## config.mk

```make
export PLATFORM = sky130hd
export DESIGN_NAME = checksummed_frame_builder_unit_flat
export DESIGN_NICKNAME = d
export VERILOG_FILES = /design/src/sv/cfb_pkg.sv /design/src/sv/cfb_if.sv /design/src/sv/checksummed_frame_builder_unit.sv /design/src/sv/cfb_front.sv /design/src/sv/cfb_queue.sv /design/src/sv/cfb_back.sv /design/src/flat_wrapper.sv
export SDC_FILE = /design/constraint.sdc
export NUM_CORES = 1
export LEC_CHECK = 0
export ABC_AREA = 0
export BUFFER_PORTS_ARGS = -buffer_cell sky130_fd_sc_hd__buf_2
export CAP_MARGIN = 10
export CELL_PAD_IN_SITES_DETAIL_PLACEMENT = 1
export CELL_PAD_IN_SITES_GLOBAL_PLACEMENT = 1
export CORE_ASPECT_RATIO = 1.2
export CORE_MARGIN = 4
export CORE_UTILIZATION = 40
export DETAILED_ROUTE_END_ITERATION = 8
export GPL_TIMING_DRIVEN = 0
export PLACE_DENSITY_LB_ADDON = 0.1
export SETUP_SLACK_MARGIN = 0.05
export SYNTH_ARGS = -nofsm -noshare
export SYNTH_HDL_FRONTEND = slang
export SYNTH_HIERARCHICAL = 1
export SYNTH_SLANG_ARGS = --single-unit
```

## constraint.sdc

```tcl
create_clock -name clk -period 4.8 [get_ports clk]
set_input_delay 0.24 -clock clk [delete_from_list [all_inputs] [get_ports clk]]
set_output_delay 0.24 -clock clk [all_outputs]
set_load 0.1 [all_outputs]
```

## src/sv/cfb_pkg.sv

```systemverilog
package cfb_pkg;

	localparam logic [15:0] MAX_PAYLOAD    = 16'd1024;
	localparam logic [16:0] FRAME_OVERHEAD = 17'd6;

	localparam int QUEUE_DEPTH = 4;
	localparam int QPTR_W      = $clog2(QUEUE_DEPTH);

	localparam logic [7:0] CFG_END_MARKER     = 8'd0;
	localparam logic [7:0] CFG_FRAME_CAPACITY = 8'd1;

	localparam logic [7:0]  END_MARKER_RESET     = 8'd3;
	localparam logic [15:0] FRAME_CAPACITY_RESET = 16'hffff;

	localparam logic [1:0] STATUS_OK     = 2'd0;
	localparam logic [1:0] STATUS_REJECT = 2'd1;
	localparam logic [1:0] STATUS_STRAY  = 2'd2;

	localparam logic CMD_START   = 1'b0;
	localparam logic CMD_PAYLOAD = 1'b1;

	typedef enum logic [1:0] {
		JOB_HEADER,
		JOB_PAYLOAD,
		JOB_REJECT,
		JOB_STRAY
	} job_kind_t;

	typedef struct packed {
		job_kind_t       kind;
		logic [3:0][7:0] bytes;
		logic            tail;
		logic [7:0]      check;
	} job_t;

	typedef struct packed {
		logic [7:0]  end_marker;
		logic [15:0] frame_capacity;
	} cfg_t;

endpackage

```

## src/sv/cfb_if.sv

```systemverilog
interface cfb_in_if;
	logic        valid;
	logic        ready;
	logic        command;
	logic [7:0]  start_code;
	logic [7:0]  opcode;
	logic [15:0] payload_length;
	logic [7:0]  payload_byte;

	modport source (
		output valid, command, start_code, opcode, payload_length, payload_byte,
		input  ready
	);
	modport sink (
		input  valid, command, start_code, opcode, payload_length, payload_byte,
		output ready
	);
endinterface

interface cfb_out_if;
	logic       valid;
	logic       ready;
	logic [7:0] out_byte;
	logic       byte_valid;
	logic       last;
	logic       frame_end;
	logic [1:0] status;

	modport source (
		output valid, out_byte, byte_valid, last, frame_end, status,
		input  ready
	);
	modport sink (
		input  valid, out_byte, byte_valid, last, frame_end, status,
		output ready
	);
endinterface

interface cfb_cfg_if;
	logic        valid;
	logic        ready;
	logic [7:0]  index;
	logic [15:0] data;

	modport source (
		output valid, index, data,
		input  ready
	);
	modport sink (
		input  valid, index, data,
		output ready
	);
endinterface

```

## src/sv/checksummed_frame_builder_unit.sv

```systemverilog
// Frame builder: every accepted word is classified and written into the job queue, and the
// front takes a new word each cycle while the four-entry job queue has room. A payload
// word gives one frame word (three when it closes the frame), a start word four header
// words (six for an empty payload), and a rejected start or a stray payload byte one
// status word. The output register sends one word per cycle while result.ready is high,
// so throughput is one input word per cycle for payload and bursts are absorbed by the
// job queue; an input word passes through a job queue entry and then the output register.
module checksummed_frame_builder_unit (
	input  logic   clk,
	input  logic   arst_n,
	cfb_in_if.sink     item,
	cfb_out_if.source  result,
	cfb_cfg_if.sink    cfg
);
	import cfb_pkg::*;

	cfg_t cfg_q;
	logic push_valid;
	logic push_ready;
	job_t push_job;
	logic pop_valid;
	logic pop_ready;
	job_t pop_job;

	assign cfg.ready = 1'b1;

	always_ff @(posedge clk or negedge arst_n) begin
		if (!arst_n) begin
			cfg_q.end_marker     <= END_MARKER_RESET;
			cfg_q.frame_capacity <= FRAME_CAPACITY_RESET;
		end else if (cfg.valid) begin
			unique case (cfg.index)
				CFG_END_MARKER:     cfg_q.end_marker     <= cfg.data[7:0];
				CFG_FRAME_CAPACITY: cfg_q.frame_capacity <= cfg.data;
				default: ;
			endcase
		end
	end

	cfb_front u_front (
		.clk        (clk),
		.arst_n     (arst_n),
		.item       (item),
		.cfg        (cfg_q),
		.push_valid (push_valid),
		.push_ready (push_ready),
		.push_job   (push_job)
	);

	cfb_queue u_queue (
		.clk        (clk),
		.arst_n     (arst_n),
		.push_valid (push_valid),
		.push_ready (push_ready),
		.push_job   (push_job),
		.pop_valid  (pop_valid),
		.pop_ready  (pop_ready),
		.pop_job    (pop_job)
	);

	cfb_back u_back (
		.clk       (clk),
		.arst_n    (arst_n),
		.pop_valid (pop_valid),
		.pop_ready (pop_ready),
		.pop_job   (pop_job),
		.cfg       (cfg_q),
		.result    (result)
	);

	a_end_marker_closes: assert property (@(posedge clk) disable iff (!arst_n)
		result.valid && result.frame_end |-> result.byte_valid && result.last)
		else $error("end marker word not flagged as last frame byte");

	a_status_word: assert property (@(posedge clk) disable iff (!arst_n)
		result.valid && (result.status != STATUS_OK) |-> !result.byte_valid && result.last)
		else $error("status word carries a frame byte");

	a_queue_head_holds: assert property (@(posedge clk) disable iff (!arst_n)
		pop_valid && !pop_ready |=> pop_valid && $stable(pop_job))
		else $error("queue head changed while the back end was working on it");

endmodule

```

## src/sv/cfb_front.sv

```systemverilog
module cfb_front (
	input  logic          clk,
	input  logic          arst_n,
	cfb_in_if.sink        item,
	input  cfb_pkg::cfg_t cfg,
	output logic          push_valid,
	input  logic          push_ready,
	output cfb_pkg::job_t push_job
);
	import cfb_pkg::*;

	logic [7:0]  running_sum_q;
	logic [15:0] bytes_left_q;
	logic        frame_open_q;

	logic        accept;
	logic        too_long;
	logic [15:0] len_field;
	logic [7:0]  sum_hdr;
	logic [7:0]  sum_pl;
	logic        stray;
	logic        closing;

	assign item.ready = push_ready;
	assign push_valid = item.valid;
	assign accept     = item.valid && push_ready;

	assign too_long  = (item.payload_length > MAX_PAYLOAD) ||
		(({1'b0, item.payload_length} + FRAME_OVERHEAD) > {1'b0, cfg.frame_capacity});
	assign len_field = item.payload_length + 16'd1;
	assign sum_hdr   = len_field[15:8] + len_field[7:0] + item.opcode;
	assign sum_pl    = running_sum_q + item.payload_byte;
	assign stray     = !frame_open_q || (bytes_left_q == 16'd0);
	assign closing   = (bytes_left_q == 16'd1);

	// classify the word into a job for the back end
	always_comb begin
		push_job       = '0;
		push_job.kind  = JOB_STRAY;
		if (item.command == CMD_START) begin
			if (too_long) begin
				push_job.kind = JOB_REJECT;
			end else begin
				push_job.kind     = JOB_HEADER;
				push_job.bytes[0] = item.start_code;
				push_job.bytes[1] = len_field[15:8];
				push_job.bytes[2] = len_field[7:0];
				push_job.bytes[3] = item.opcode;
				push_job.tail     = (item.payload_length == 16'd0);
				push_job.check    = 8'd0 - sum_hdr;
			end
		end else if (!stray) begin
			push_job.kind     = JOB_PAYLOAD;
			push_job.bytes[0] = item.payload_byte;
			push_job.tail     = closing;
			push_job.check    = 8'd0 - sum_pl;
		end
	end

	always_ff @(posedge clk or negedge arst_n) begin
		if (!arst_n) begin
			running_sum_q <= '0;
			bytes_left_q  <= '0;
			frame_open_q  <= 1'b0;
		end else if (accept) begin
			if (item.command == CMD_START) begin
				running_sum_q <= too_long ? 8'd0 : sum_hdr;
				bytes_left_q  <= too_long ? 16'd0 : item.payload_length;
				frame_open_q  <= !too_long && (item.payload_length != 16'd0);
			end else if (stray) begin
				frame_open_q <= 1'b0;
			end else begin
				running_sum_q <= sum_pl;
				bytes_left_q  <= bytes_left_q - 16'd1;
				if (closing) begin
					frame_open_q <= 1'b0;
				end
			end
		end
	end

endmodule

```

## src/sv/cfb_queue.sv

```systemverilog
module cfb_queue (
	input  logic          clk,
	input  logic          arst_n,
	input  logic          push_valid,
	output logic          push_ready,
	input  cfb_pkg::job_t push_job,
	output logic          pop_valid,
	input  logic          pop_ready,
	output cfb_pkg::job_t pop_job
);
	import cfb_pkg::*;

	job_t              mem_q [QUEUE_DEPTH];
	logic [QPTR_W-1:0] wr_ptr_q;
	logic [QPTR_W-1:0] rd_ptr_q;
	logic [QPTR_W:0]   count_q;
	logic              do_push;
	logic              do_pop;

	assign push_ready = (count_q != (QPTR_W+1)'(QUEUE_DEPTH));
	assign pop_valid  = (count_q != '0);
	assign pop_job    = mem_q[rd_ptr_q];
	assign do_push    = push_valid && push_ready;
	assign do_pop     = pop_valid && pop_ready;

	always_ff @(posedge clk) begin
		if (do_push) begin
			mem_q[wr_ptr_q] <= push_job;
		end
	end

	always_ff @(posedge clk or negedge arst_n) begin
		if (!arst_n) begin
			wr_ptr_q <= '0;
			rd_ptr_q <= '0;
			count_q  <= '0;
		end else begin
			if (do_push) begin
				wr_ptr_q <= (wr_ptr_q == QPTR_W'(QUEUE_DEPTH - 1)) ? '0 : wr_ptr_q + 1'b1;
			end
			if (do_pop) begin
				rd_ptr_q <= (rd_ptr_q == QPTR_W'(QUEUE_DEPTH - 1)) ? '0 : rd_ptr_q + 1'b1;
			end
			if (do_push && !do_pop) begin
				count_q <= count_q + 1'b1;
			end else if (do_pop && !do_push) begin
				count_q <= count_q - 1'b1;
			end
		end
	end

endmodule

```

## src/sv/cfb_back.sv

```systemverilog
module cfb_back (
	input  logic          clk,
	input  logic          arst_n,
	input  logic          pop_valid,
	output logic          pop_ready,
	input  cfb_pkg::job_t pop_job,
	input  cfb_pkg::cfg_t cfg,
	cfb_out_if.source     result
);
	import cfb_pkg::*;

	logic [2:0] step_q;
	logic       res_valid_q;
	logic [7:0] res_byte_q;
	logic       res_byte_valid_q;
	logic       res_last_q;
	logic       res_frame_end_q;
	logic [1:0] res_status_q;

	logic       load;
	logic [2:0] body_n;
	logic [7:0] nxt_byte;
	logic       nxt_byte_valid;
	logic       nxt_last;
	logic       nxt_frame_end;
	logic [1:0] nxt_status;

	assign load      = !res_valid_q || result.ready;
	assign pop_ready = load && nxt_last;
	assign body_n    = (pop_job.kind == JOB_HEADER) ? 3'd4 : 3'd1;

	// one output word per step of the job at the queue head
	always_comb begin
		nxt_byte       = 8'd0;
		nxt_byte_valid = 1'b0;
		nxt_last       = 1'b1;
		nxt_frame_end  = 1'b0;
		nxt_status     = STATUS_OK;
		unique case (pop_job.kind) inside
			JOB_REJECT: begin
				nxt_status = STATUS_REJECT;
			end
			JOB_STRAY: begin
				nxt_status = STATUS_STRAY;
			end
			JOB_HEADER, JOB_PAYLOAD: begin
				nxt_byte_valid = 1'b1;
				if (step_q < body_n) begin
					nxt_byte = pop_job.bytes[step_q[1:0]];
					nxt_last = !pop_job.tail && (step_q == body_n - 3'd1);
				end else if (step_q == body_n) begin
					nxt_byte = pop_job.check;
					nxt_last = 1'b0;
				end else begin
					nxt_byte      = cfg.end_marker;
					nxt_frame_end = 1'b1;
				end
			end
			default: begin
				nxt_status = STATUS_STRAY;
			end
		endcase
	end

	always_ff @(posedge clk or negedge arst_n) begin
		if (!arst_n) begin
			step_q      <= '0;
			res_valid_q <= 1'b0;
		end else if (load) begin
			res_valid_q <= pop_valid;
			if (pop_valid) begin
				step_q <= nxt_last ? 3'd0 : step_q + 3'd1;
			end
		end
	end

	always_ff @(posedge clk) begin
		if (load && pop_valid) begin
			res_byte_q       <= nxt_byte;
			res_byte_valid_q <= nxt_byte_valid;
			res_last_q       <= nxt_last;
			res_frame_end_q  <= nxt_frame_end;
			res_status_q     <= nxt_status;
		end
	end

	assign result.valid      = res_valid_q;
	assign result.out_byte   = res_byte_q;
	assign result.byte_valid = res_byte_valid_q;
	assign result.last       = res_last_q;
	assign result.frame_end  = res_frame_end_q;
	assign result.status     = res_status_q;

endmodule
```

## src/flat_wrapper.sv

```systemverilog
// flat-port wrapper written by rule: the top's interface ports become plain ports
module checksummed_frame_builder_unit_flat import cfb_pkg::*;
  (clk, arst_n, item_valid, item_command, item_start_code, item_opcode, item_payload_length, item_payload_byte, item_ready, result_valid, result_out_byte, result_byte_valid, result_last, result_frame_end, result_status, result_ready, cfg_valid, cfg_index, cfg_data, cfg_ready);
  cfb_in_if item_i ();
  cfb_out_if result_i ();
  cfb_cfg_if cfg_i ();
  input  logic clk;
  input  logic arst_n;
  input wire logic [$bits(item_i.valid)-1:0] item_valid;
  input wire logic [$bits(item_i.command)-1:0] item_command;
  input wire logic [$bits(item_i.start_code)-1:0] item_start_code;
  input wire logic [$bits(item_i.opcode)-1:0] item_opcode;
  input wire logic [$bits(item_i.payload_length)-1:0] item_payload_length;
  input wire logic [$bits(item_i.payload_byte)-1:0] item_payload_byte;
  output wire logic [$bits(item_i.ready)-1:0] item_ready;
  output wire logic [$bits(result_i.valid)-1:0] result_valid;
  output wire logic [$bits(result_i.out_byte)-1:0] result_out_byte;
  output wire logic [$bits(result_i.byte_valid)-1:0] result_byte_valid;
  output wire logic [$bits(result_i.last)-1:0] result_last;
  output wire logic [$bits(result_i.frame_end)-1:0] result_frame_end;
  output wire logic [$bits(result_i.status)-1:0] result_status;
  input wire logic [$bits(result_i.ready)-1:0] result_ready;
  input wire logic [$bits(cfg_i.valid)-1:0] cfg_valid;
  input wire logic [$bits(cfg_i.index)-1:0] cfg_index;
  input wire logic [$bits(cfg_i.data)-1:0] cfg_data;
  output wire logic [$bits(cfg_i.ready)-1:0] cfg_ready;
  assign item_i.valid = item_valid;
  assign item_i.command = item_command;
  assign item_i.start_code = item_start_code;
  assign item_i.opcode = item_opcode;
  assign item_i.payload_length = item_payload_length;
  assign item_i.payload_byte = item_payload_byte;
  assign item_ready = item_i.ready;
  assign result_valid = result_i.valid;
  assign result_out_byte = result_i.out_byte;
  assign result_byte_valid = result_i.byte_valid;
  assign result_last = result_i.last;
  assign result_frame_end = result_i.frame_end;
  assign result_status = result_i.status;
  assign result_i.ready = result_ready;
  assign cfg_i.valid = cfg_valid;
  assign cfg_i.index = cfg_index;
  assign cfg_i.data = cfg_data;
  assign cfg_ready = cfg_i.ready;
  checksummed_frame_builder_unit u_core (.clk(clk), .arst_n(arst_n), .item(item_i), .result(result_i), .cfg(cfg_i));
endmodule
```

==> results of run 1 <==
-- per-stage QoR --
stage | total power, µW | area, µm² | hold slack (ps)
after floorplan | 5470 | 12700 | -55.6
after global placement | 6340 | 13600 | 473
after detailed placement | 6380 | 13600 | 380
after CTS | 8610 | 14800 | 26.2
after global routing | 8990 | 14800 | 43.2
final | 8500 | 14800 | 38.9
-- final timing paths --
path / startpoint / end / slack (ps) / cells past startpoint
setup / recovery: u_core/u_queue/rd_ptr_q[0] / u_core/u_queue/count_q[2] / 430 / 16
hold / removal: item_payload_length[6] / u_core/u_front/bytes_left_q[6] / 40 / 3
setup reg to reg: u_core/u_queue/rd_ptr_q[0] / u_core/u_queue/count_q[2] / 430 / 16
hold reg to reg: u_core/u_queue/count_q[2] / u_core/u_queue/count_q[2] / 480 / 1
max in group asynchronous: arst_n / u_core/u_front/running_sum_q[7] / 3870 / 2
min in group asynchronous: arst_n / u_core/u_back/step_q[1] / 330 / 2
-- sequential cells by signal, indices dropped and copies added (netlist names) --
signal / flops
u_core/u_back/result.valid: 1
u_core/u_queue/wr_ptr_q: 2
u_core/u_back/result.frame_end: 1
u_core/cfg_q: 24
u_core/u_back/result.status: 2
u_core/u_back/result.out_byte: 8
u_core/u_queue/mem_q: 172
u_core/u_front/bytes_left_q: 16
u_core/u_front/frame_open_q: 1
u_core/u_queue/rd_ptr_q: 2
u_core/u_back/step_q: 3
u_core/u_front/running_sum_q: 8
u_core/u_back/result.last: 1
u_core/u_back/result.byte_valid: 1
u_core/u_queue/count_q: 3
-- per-layer routing --
| layer | part of all wire | wire (µm) |
|---|---|---|
| met5 | 0 | 0 |
| met3 | 0.032 | 1060 |
| met1 | 0.44 | 14300 |
| met4 | 0.015 | 505 |
| met2 | 0.52 | 17000 |
-- area by class of cell --
cell class                 instances  share of cell area
sequential                       245               0.478
multi-input combinational        593               0.346
clock buffer                      29              0.0462
timing repair buffer              98              0.0414
tap                              401              0.0339
buffer                            49              0.0194
clock inverter                    19              0.0173
inverter                          68              0.0173
-- kinds of logic after synthesis --
kind of cell / Yosys count / share of synthesized area
adders and majority gates: 56 / 0.0609
and+or+nand+nor: 244 / 0.0944
muxes: 91 / 0.128
DFF: 245 / 0.556
AOI/OAI and AO/OA: 144 / 0.0802
xor gates and xnor gates: 52 / 0.0369
other: 2 / 0.000590
buffers and inverters: 118 / 0.0428
-- layout by cell type (no fill, tap or decap), types with 6 or more instances in the layout --
master and n:
edfxtp_1 185, clkbuf_1 19, ha_1 46, a21o_1 9
a211oi_1 6, fa_1 10, dlygate4sd3_1 18, o21ai_0 31
nor3_1 14, or3_1 7, nand4_1 6, inv_1 68
conb_1 6, mux4_2 51, mux2i_1 10, dfstp_2 18
o211ai_1 11, xnor2_1 24, mux2_2 18, o22ai_1 6
buf_2 86, nor2_1 74, nand2b_1 7, a21oi_1 25
bufinv_16 6, buf_4 17, nand2_1 64, clkbuf_16 27
xor2_1 27, mux2_4 12, nand3_1 21, dfrtp_1 42
-- synthesized netlist by cell type, drive strengths merged, types with 10 or more instances --
cell | number | share of area
ha | 46 | 0.045
nor3 | 16 | 0.0071
dfstp | 18 | 0.037
nor2 | 74 | 0.022
clkbuf | 17 | 0.0050
o21ai | 36 | 0.015
edfxtp | 185 | 0.44
nand2 | 64 | 0.019
xor2 | 27 | 0.019
mux2 | 30 | 0.030
a21oi | 26 | 0.011
buf | 33 | 0.018
dfrtp | 42 | 0.083
mux2i | 10 | 0.0079
nand3 | 21 | 0.0083
inv | 68 | 0.020
fa | 10 | 0.016
o211ai | 11 | 0.0065
mux4 | 51 | 0.090
xnor2 | 24 | 0.017
-- power breakdown --
part	total, µW	switching [µW]	leakage, µW	internal [µW]
Combinational	3280	2040	0.00273	1240
Clock	2200	848	0.000449	1350
Sequential	3020	206	0.00246	2810
Total	8500	3090	0.00564	5400
-- worst max-delay path, delay by kind of cell, from the launching register on --
family	cells	cell delay, ps
xor gates and xnor gates	2	320
adders and majority gates	3	950
DFF	1	350
and+or+nand+nor	6	1310
muxes	1	550
buffers and inverters	3	680
AOI/OAI and AO/OA	1	140
-- repair_timing --
action / CTS / global route
hold buffers: 18 / 0
endpoints found under the setup margin: 0 / 1
hold endpoints to repair: 67 / 0
buffers inserted: 0 / 0
==> results.cfg, run 1 <==
[clock_tree]
cts-buffers-inserted = 26
cts_resized = 0
worstSkewPairLatency_ps = 530
clock_sinks = 245
cts_root_buf = clkbuf_16
clock_tree.htree_level_count = 1
clockBufferDepth = 3
clkSlewWorstSetupHoldPaths_ps = 60
tritoncts = yes

[setup_path]
crit_path_start_kind = flop
crit_path_end_kind = flop
worstPathCellList = buf_2 > buf_4 > mux4_2 > or2_1 > ha_1 > a21oi_2 > and3_1 > or3_4 > and2_4 > nand2_1 > ha_1 > inv_1 > fa_1 > xor2_1 > nor2_1 > xor2_1
critical_path_class = reg2reg
crit_required_ps = 5260
max_stage_delay_ps = 550
cp.arrival_ps = 4840
highest_delay_cell_along_the_critical_path = mux4_2
path_max_fanout = 10

[routing]
detail_route.iter0.violations = 404
avgViaCountPerCell = 5.40
route.vias.total = 8104
drt_pass1_iterations = 4
wirelength_um = 32900
wl_per_cell_um = 21.9
route.detailed.drc = 0
drtAntennaViolNets = 0

[logic_synthesis]
netlist_area_um2 = 12700
avgSynthCellArea_um2 = 13.4
synthArstFlopShare = 0.245
synth-seq-cells = 245
synth_warnings = 6
synth-main-ff-cell = edfxtp_1
synth_edf_count = 185
synth-seq-area-share = 0.556
synthCells = 952
synthDistinctLibCells = 81

[cells_and_area]
non_filler_cells_final = 1502
synthToLayoutAreaGrowth_pct = 16.2
footprint_of_the_multi_input_gates_um2 = 5120
final.fill_count = 3237
regArea_um2 = 7080
final_util = 0.472
finish.net_count = 1207
layout-drive-gt1-share = 0.252
antenna_diode_count = 0

[min_path]
min_path_type = in2reg

[power_and_ir_drop]
leakage_uw = 0.00564
peakVddDrop_mv = 0.731
power.density_cell_area_nw_per_um2 = 574

[global_route]
wire_length_of_the_first_global_routing_pass_um = 51100
global_route.usage.met1 = 0.257
groute.layer.met3.usage = 0.0227
use_met2 = 0.340
antenna_found_initial = 0
grt_start_max_net_pins = 61
gr-usage-all-layers = 0.192
grt_pass1_vias = 8678
grt.overflow.total = 0
top_usage_layer = met2

[timing]
setup_slack_ps = 426
final.setup.tns_ps = 0
finalMaxSlewViolations = 0
finalClockSkew_ps = 10.6
fmax_mhz = 229
unrepaired_setup_endpoints_after_global_routing = no
hold_viol = 0
maxSlewHeadroom = 0.148
setup_failing_eps_final = 0
finalCriticalPeriod_ps = 4370
final_min_period_over_clock_period = 0.911
worst_slew_pin_slew_ps = 1280

[run]
cap_violations = 0

[placement]
gp_congestion = 0.779
place_hpwl_um = 23800
post-place-cells = 1435
io_buffers = 78
dp_worst_setup_slack_ps = 73.1

[die]
boundaryPins = 86
die_x_extent_um = 171
core_area_um2 = 31400
die_y_um = 203
floorplan.die_area_um2 = 34800
floorplan.rows = 71
initial_utilization = 0.406

[status]
status = completed
(Power assumes the default switching activity.)
==> inputs of run 2 (changes only) <==
- ABC_AREA: 0 -> 1
==> results.cfg, run 2 <==
[status]
status = completed

[global_route]
wire_length_of_the_first_global_routing_pass_um = 62100
grt.overflow.total = 0
gr-usage-all-layers = 0.214
antenna_found_initial = 0
grt_pass1_vias = 11100
grt_start_max_net_pins = 61

[setup_path]
critical_path.n_buffers_inverters = 4
crit_required_ps = 5090
highest_delay_cell_along_the_critical_path = dlygate4sd3_1
path_max_fanout = 7
worst-r2r-setup-slack_ps = 910
worstRegToRegCells = 17
timing.rr.start = u_core/u_queue/rd_ptr_q[0]
cp.arrival_ps = 4250
worstPathCellList = dlygate4sd3_1 > buf_4 > inv_1 > nor2_1 > nand2_1 > nor2_1 > nand2_1 > xor2_1 > fa_1 > inv_1 > fa_1 > xor2_1 > nor3b_1 > nand2_1 > nor2_1 > xor2_1 > o21ai_0
max_stage_delay_ps = 530
critical_path_class = in2reg
crit_path_start_kind = primary input
cpLargestDelayFamily = simple AND/OR/NAND/NOR gates
rr_endpoint = u_core/u_queue/count_q[1]
crit_path_end_kind = flop

[logic_synthesis]
synth_edf_count = 185
synthArstFlopShare = 0.245
avgSynthCellArea_um2 = 9.16
leading_post_synthesis_cells_by_cell_area = edfxtp_1 (40%), nand2_1 (9.8%), dfrtp_1 (7.7%)
synthMostInstantiatedCell = nand2_1
synth_warnings = 6
synth-main-ff-cell = edfxtp_1
synthDistinctLibCells = 45
netlist_area_um2 = 13700
synth_top_area_frac = 0.405
synth-seq-area-share = 0.516
synth-seq-cells = 245
synthTopCellsByCount = nand2_1 (357), inv_1 (220), edfxtp_1 (185), nor2_1 (149), o211ai_1 (87)
synthDominantAreaCellType = edfxtp_1
synthCells = 1497

[cells_and_area]
regArea_um2 = 7080
final.fill_count = 4002
reg.largest.list = u_core/u_queue/mem_q x172, u_core/cfg_q x24, u_core/u_front/bytes_left_q x16
highest_count_cells_in_the_layout_ignoring_fill_and_taps = nand2_1 (357), inv_1 (220), edfxtp_1 (185)
final_util = 0.468
largest_register = u_core/u_queue/mem_q
largest_register_ff_count = 172
finish.net_count = 1761
layout-drive-gt1-share = 0.170
antenna_diode_count = 0
footprint_of_the_multi_input_gates_um2 = 5420
synthToLayoutAreaGrowth_pct = 16.0
layout.cells.most_common = nand2_1

[clock_tree]
clkSlewWorstSetupHoldPaths_ps = 60
clock_sinks = 245
clockBufferDepth = 3
cts_resized = 0
worstSkewPairLatency_ps = 540
cts-buffers-inserted = 27
tritoncts = yes
clock_tree.htree_level_count = 1
cts_root_buf = clkbuf_16

[die]
die_y_um = 211
initial_utilization = 0.404
floorplan.rows = 74
floorplan.die_area_um2 = 37300
boundaryPins = 86
core_area_um2 = 34000
die_x_extent_um = 177

[placement]
gp_congestion = 0.844
place_hpwl_um = 29600
io_buffers = 81

[power_and_ir_drop]
post-layout-total-power_uw = 8990
peakVddDrop_mv = 0.314
power.density_cell_area_nw_per_um2 = 565
leakage_uw = 0.00695

[routing]
drtAntennaViolNets = 0
wirelength_um = 39500
drt_pass1_iterations = 4
route.vias.total = 10500
route.detailed.drc = 0
detail_route.iter0.violations = 566
wl_per_cell_um = 18.7
avgViaCountPerCell = 4.99

[timing]
unrepaired_setup_endpoints_after_global_routing = no
final_min_period_over_clock_period = 0.825
finalClockSkew_ps = 7.46
setup_failing_eps_final = 0
fmax_mhz = 253
finalMaxSlewViolations = 0
maxSlewHeadroom = 0.423
finalCriticalPeriod_ps = 3960
worst_slew_pin_slew_ps = 866
hold_viol = 0

[min_path]
holdPathStages = 3
timing.hold.worst_endpoint = u_core/u_front/bytes_left_q[1]
origin_of_the_worst_min_delay_path = item_payload_length[1]
min_path_type = in2reg

[run]
cap_violations = 0
## run 2: cell count changes after synthesis, sizes merged, moves of 51 or more
cell	before	now
inv	68	227
mux4	51	0
nand2	64	372
nand3	21	72
nor2	74	159
o211ai	11	87
## run 2: how the worst max path moves through the flow
| stage | from | end | slack, ps | cells past startpoint |
|---|---|---|---|---|
| global route | item_payload_length[3] | u_core/u_queue/mem_q[1][6] | 420 | 17 |
| CTS | item_payload_length[3] | u_core/u_queue/mem_q[1][6] | 890 | 17 |
| finish | item_payload_length[3] | u_core/u_queue/mem_q[1][6] | 840 | 17 |
| detailed placement | item_payload_length[0] | u_core/u_queue/mem_q[2][6] | 640 | 17 |
| floorplan | item_payload_length[0] | u_core/u_queue/mem_q[0][6] | 1460 | 16 |
| global placement | u_core/u_queue/count_q[0] | u_core/u_queue/mem_q[3][15] | -110 | 4 |
## run 2: logic make-up (layout without fill, tap and decap cells)
kind of cell,after synthesis,after routing,synth area share
AO/OA/AOI/OAI,220,220,0.106
XOR/XNOR,41,41,0.0262
adder cells (fa/ha/maj),56,56,0.0566
buffers and inverters,292,446,0.0924
flip-flops,245,245,0.516
other,2,6,0.000547
AND/OR/NAND/NOR,641,641,0.202
## run 2: area by class of cell
cell class	count	share of cell area
inverters	227	0.0535
clock buffers	29	0.0429
multi-input cells	964	0.340
plain buffers	65	0.0261
well taps	456	0.0359
repair buffers	105	0.0431
clock inverters	20	0.0134
flip-flops and latches	245	0.445
## run 2: per-stage QoR
step	instance area, µm²	worst slack [ps]	TNS [ps]	cells	hold WS [ps]
3_5_place_dp	14800	641	0	2043	395
5_1_grt	15900	422	0	2111	17.3
4_1_cts	15900	888	0	2111	6.01
6_report	15900	841	0	2111	31.7
2_1_floorplan	13700	1460	0	1501	-55.6
3_3_place_gp	14700	-106	-6210	2038	441
## run 2: power by group
| group | total [µW] | internal [µW] | leakage, µW | switching (µW) |
|---|---|---|---|---|
| sequential | 3000 | 2810 | 0.00241 | 192 |
| combinational | 3880 | 1110 | 0.00412 | 2770 |
| clock | 2120 | 1250 | 0.000424 | 874 |
| total | 8990 | 5160 | 0.00695 | 3830 |
## run 2: repair_timing
item / in CTS / in global routing
hold endpoints to repair: 68 / 0
hold buffers: 19 / 0
setup buffers: 0 / 0
endpoints found under the setup margin: 0 / 0
## run 2: worst register-to-register path: cells and delay by family, from the launching register on
family	cells	cell delay (ps)
adders and majority gates	3	1040
DFF	1	480
AOI/OAI and AO/OA	4	730
and+or+nand+nor	6	830
buffers and inverters	4	700
## run 2: routing by layer
metal / global-route usage / share of wire / wire length [µm]
met5: 0 / 0 / 0
met4: 0.0547 / 0.023 / 924
met3: 0.0195 / 0.027 / 1070
met2: 0.397 / 0.53 / 20800
met1: 0.267 / 0.42 / 16700
==> inputs of run 3 (changes only) <==
- clock period: 4.8 -> 4 ns (I/O delays scaled with it)
==> results.cfg, run 3 (synthesis gave the netlist of run 2 again) <==
[status]
status = completed

[die]
floorplan.rows = 74
boundaryPins = 86
core_area_um2 = 34000
floorplan.die_area_um2 = 37300
die_y_um = 211
initial_utilization = 0.404
die_x_extent_um = 177

[cells_and_area]
reg.largest.list = u_core/u_queue/mem_q x172, u_core/cfg_q x24, u_core/u_front/bytes_left_q x16
finish.instance_area_um2 = 16100
finish.net_count = 1770
layout.cells.most_common = nand2_1
final_util = 0.473
layout-drive-gt1-share = 0.179
largest_register = u_core/u_queue/mem_q
highest_count_cells_in_the_layout_ignoring_fill_and_taps = nand2_1 (356), inv_1 (220), edfxtp_1 (185)
largest_register_ff_count = 172
final.fill_count = 3992
antenna_diode_count = 0
synthToLayoutAreaGrowth_pct = 17.1
footprint_of_the_multi_input_gates_um2 = 5480
regArea_um2 = 7080

[clock_tree]
clockBufferDepth = 3
tritoncts = yes
worstSkewPairLatency_ps = 540
clkSlewWorstSetupHoldPaths_ps = 60
clock_sinks = 245
clock_tree.htree_level_count = 1
cts-buffers-inserted = 27
cts_root_buf = clkbuf_16

[timing]
hold_viol = 0
finalHoldWorstSlack_ps = 38.9
finalClockSkew_ps = 7.99
finalMaxSlewViolations = 0
finalCriticalPeriod_ps = 3730
setup_failing_eps_final = 0
maxSlewHeadroom = 0.423
unrepaired_setup_endpoints_after_global_routing = no
worst_slew_pin_slew_ps = 865
fmax_mhz = 268
final_min_period_over_clock_period = 0.932

[routing]
drtAntennaViolNets = 0
route.detailed.drc = 0
route.vias.total = 10600
drt_pass1_iterations = 4
wirelength_um = 39700
wl_per_cell_um = 18.7
avgViaCountPerCell = 4.99
detail_route.iter0.violations = 565

[setup_path]
cp.arrival_ps = 3980
highest_delay_cell_along_the_critical_path = dlygate4sd3_1
worstPathCellList = dlygate4sd3_1 > buf_4 > inv_1 > nor2_1 > nand2_1 > nor2_2 > nand2_1 > nor2_2 > xor2_2 > fa_1 > inv_1 > ha_2 > nand2_1 > nand3_1 > xor2_2 > nand3b_1 > nor2_2 > nand3_1 > nand3_1 > nand2_1
critical_path_class = in2reg
path_max_fanout = 7
crit_path_start_kind = primary input
max_stage_delay_ps = 530
crit_path_end_kind = flop
crit_top_cell = nand2_1
crit_required_ps = 4260

[global_route]
grt_pass1_vias = 11100
grt.overflow.total = 0
grt_start_max_net_pins = 61
gr-usage-all-layers = 0.215
wire_length_of_the_first_global_routing_pass_um = 62300
antenna_found_initial = 0

[power_and_ir_drop]
power.density_cell_area_nw_per_um2 = 674
leakage_uw = 0.00700
peakVddDrop_mv = 0.376

[placement]
placed_cell_area_um2 = 14800
gp_congestion = 0.844
io_buffers = 81
place_hpwl_um = 29600

[min_path]
min_path_type = in2reg

[run]
cap_violations = 0
-- run 3: cell count changes in the layout (fill, tap and decap cells not counted), moves of 2 or more --
cell and delta:
dlygate4sd3_1 +8, nor2_1 -4, nor2_2 +4, xor2_1 -4, xor2_2 +4, ha_1 -2
ha_2 +2
-- run 3: worst paths after layout --
check,to,start,slack (ps),depth (start not counted)
hold reg to reg,u_core/cfg_q[12],u_core/cfg_q[12],460,2
setup reg to reg,u_core/u_queue/count_q[1],u_core/u_queue/rd_ptr_q[0],300,17
max in group asynchronous,u_core/u_back/step_q[2],arst_n,3100,2
hold / removal,u_core/u_front/bytes_left_q[7],item_payload_length[7],40,3
min in group asynchronous,u_core/u_front/bytes_left_q[14],arst_n,270,2
setup / recovery,u_core/u_queue/mem_q[1][7],item_payload_length[3],270,20
-- run 3: final cells by class --
cell class              count  area share
clock inverters            20      0.0132
repair buffers            114      0.0481
multi-input cells         964       0.341
clock buffers              29      0.0425
inverters                 227      0.0530
well taps                 456      0.0355
flip-flops and latches    245       0.441
plain buffers              65      0.0259
-- run 3: per-stage QoR --
stage	setup TNS, ps	setup WS (ps)	instances	total power (µW)
2_1_floorplan	0	696	1501	6860
3_3_place_gp	-143260	-906	2038	8220
3_5_place_dp	-874	-119	2043	8350
4_1_cts	0	104	2119	11000
5_1_grt	0	36.0	2120	11500
6_report	0	274	2120	10800
-- run 3: where the power goes --
part / internal (µW) / leakage, µW / switching, µW
clock network: 1500 / 0.000424 / 1050
registers: 3370 / 0.00241 / 231
logic: 1350 / 0.00416 / 3330
total: 6210 / 0.00700 / 4610
-- run 3: per-layer routing --
layer  wire length [µm]  up-vias  share of wire  track usage
met5                  0        -              0            0
met4                920        0          0.023       0.0547
met3               1240       45          0.031       0.0195
met2              21000      149           0.53        0.400
met1              16500     5173           0.42        0.267
li1                   -     5210              -            -
-- run 3: timing repair --
| action | in CTS | in global routing |
|---|---|---|
| gates resized for setup | 0 | 16 |
| hold buffers | 27 | 0 |
| buffers inserted | 0 | 1 |
| hold endpoints to repair | 81 | 0 |
| setup endpoints to repair | 0 | 18 |
-- run 3: critical path: cells and delay by family --
kind                       cells  cell delay (ps)
buffers and inverters          4              850
xor gates and xnor gates       2              430
adders and majority gates      2              760
and+or+nand+nor               12             1740
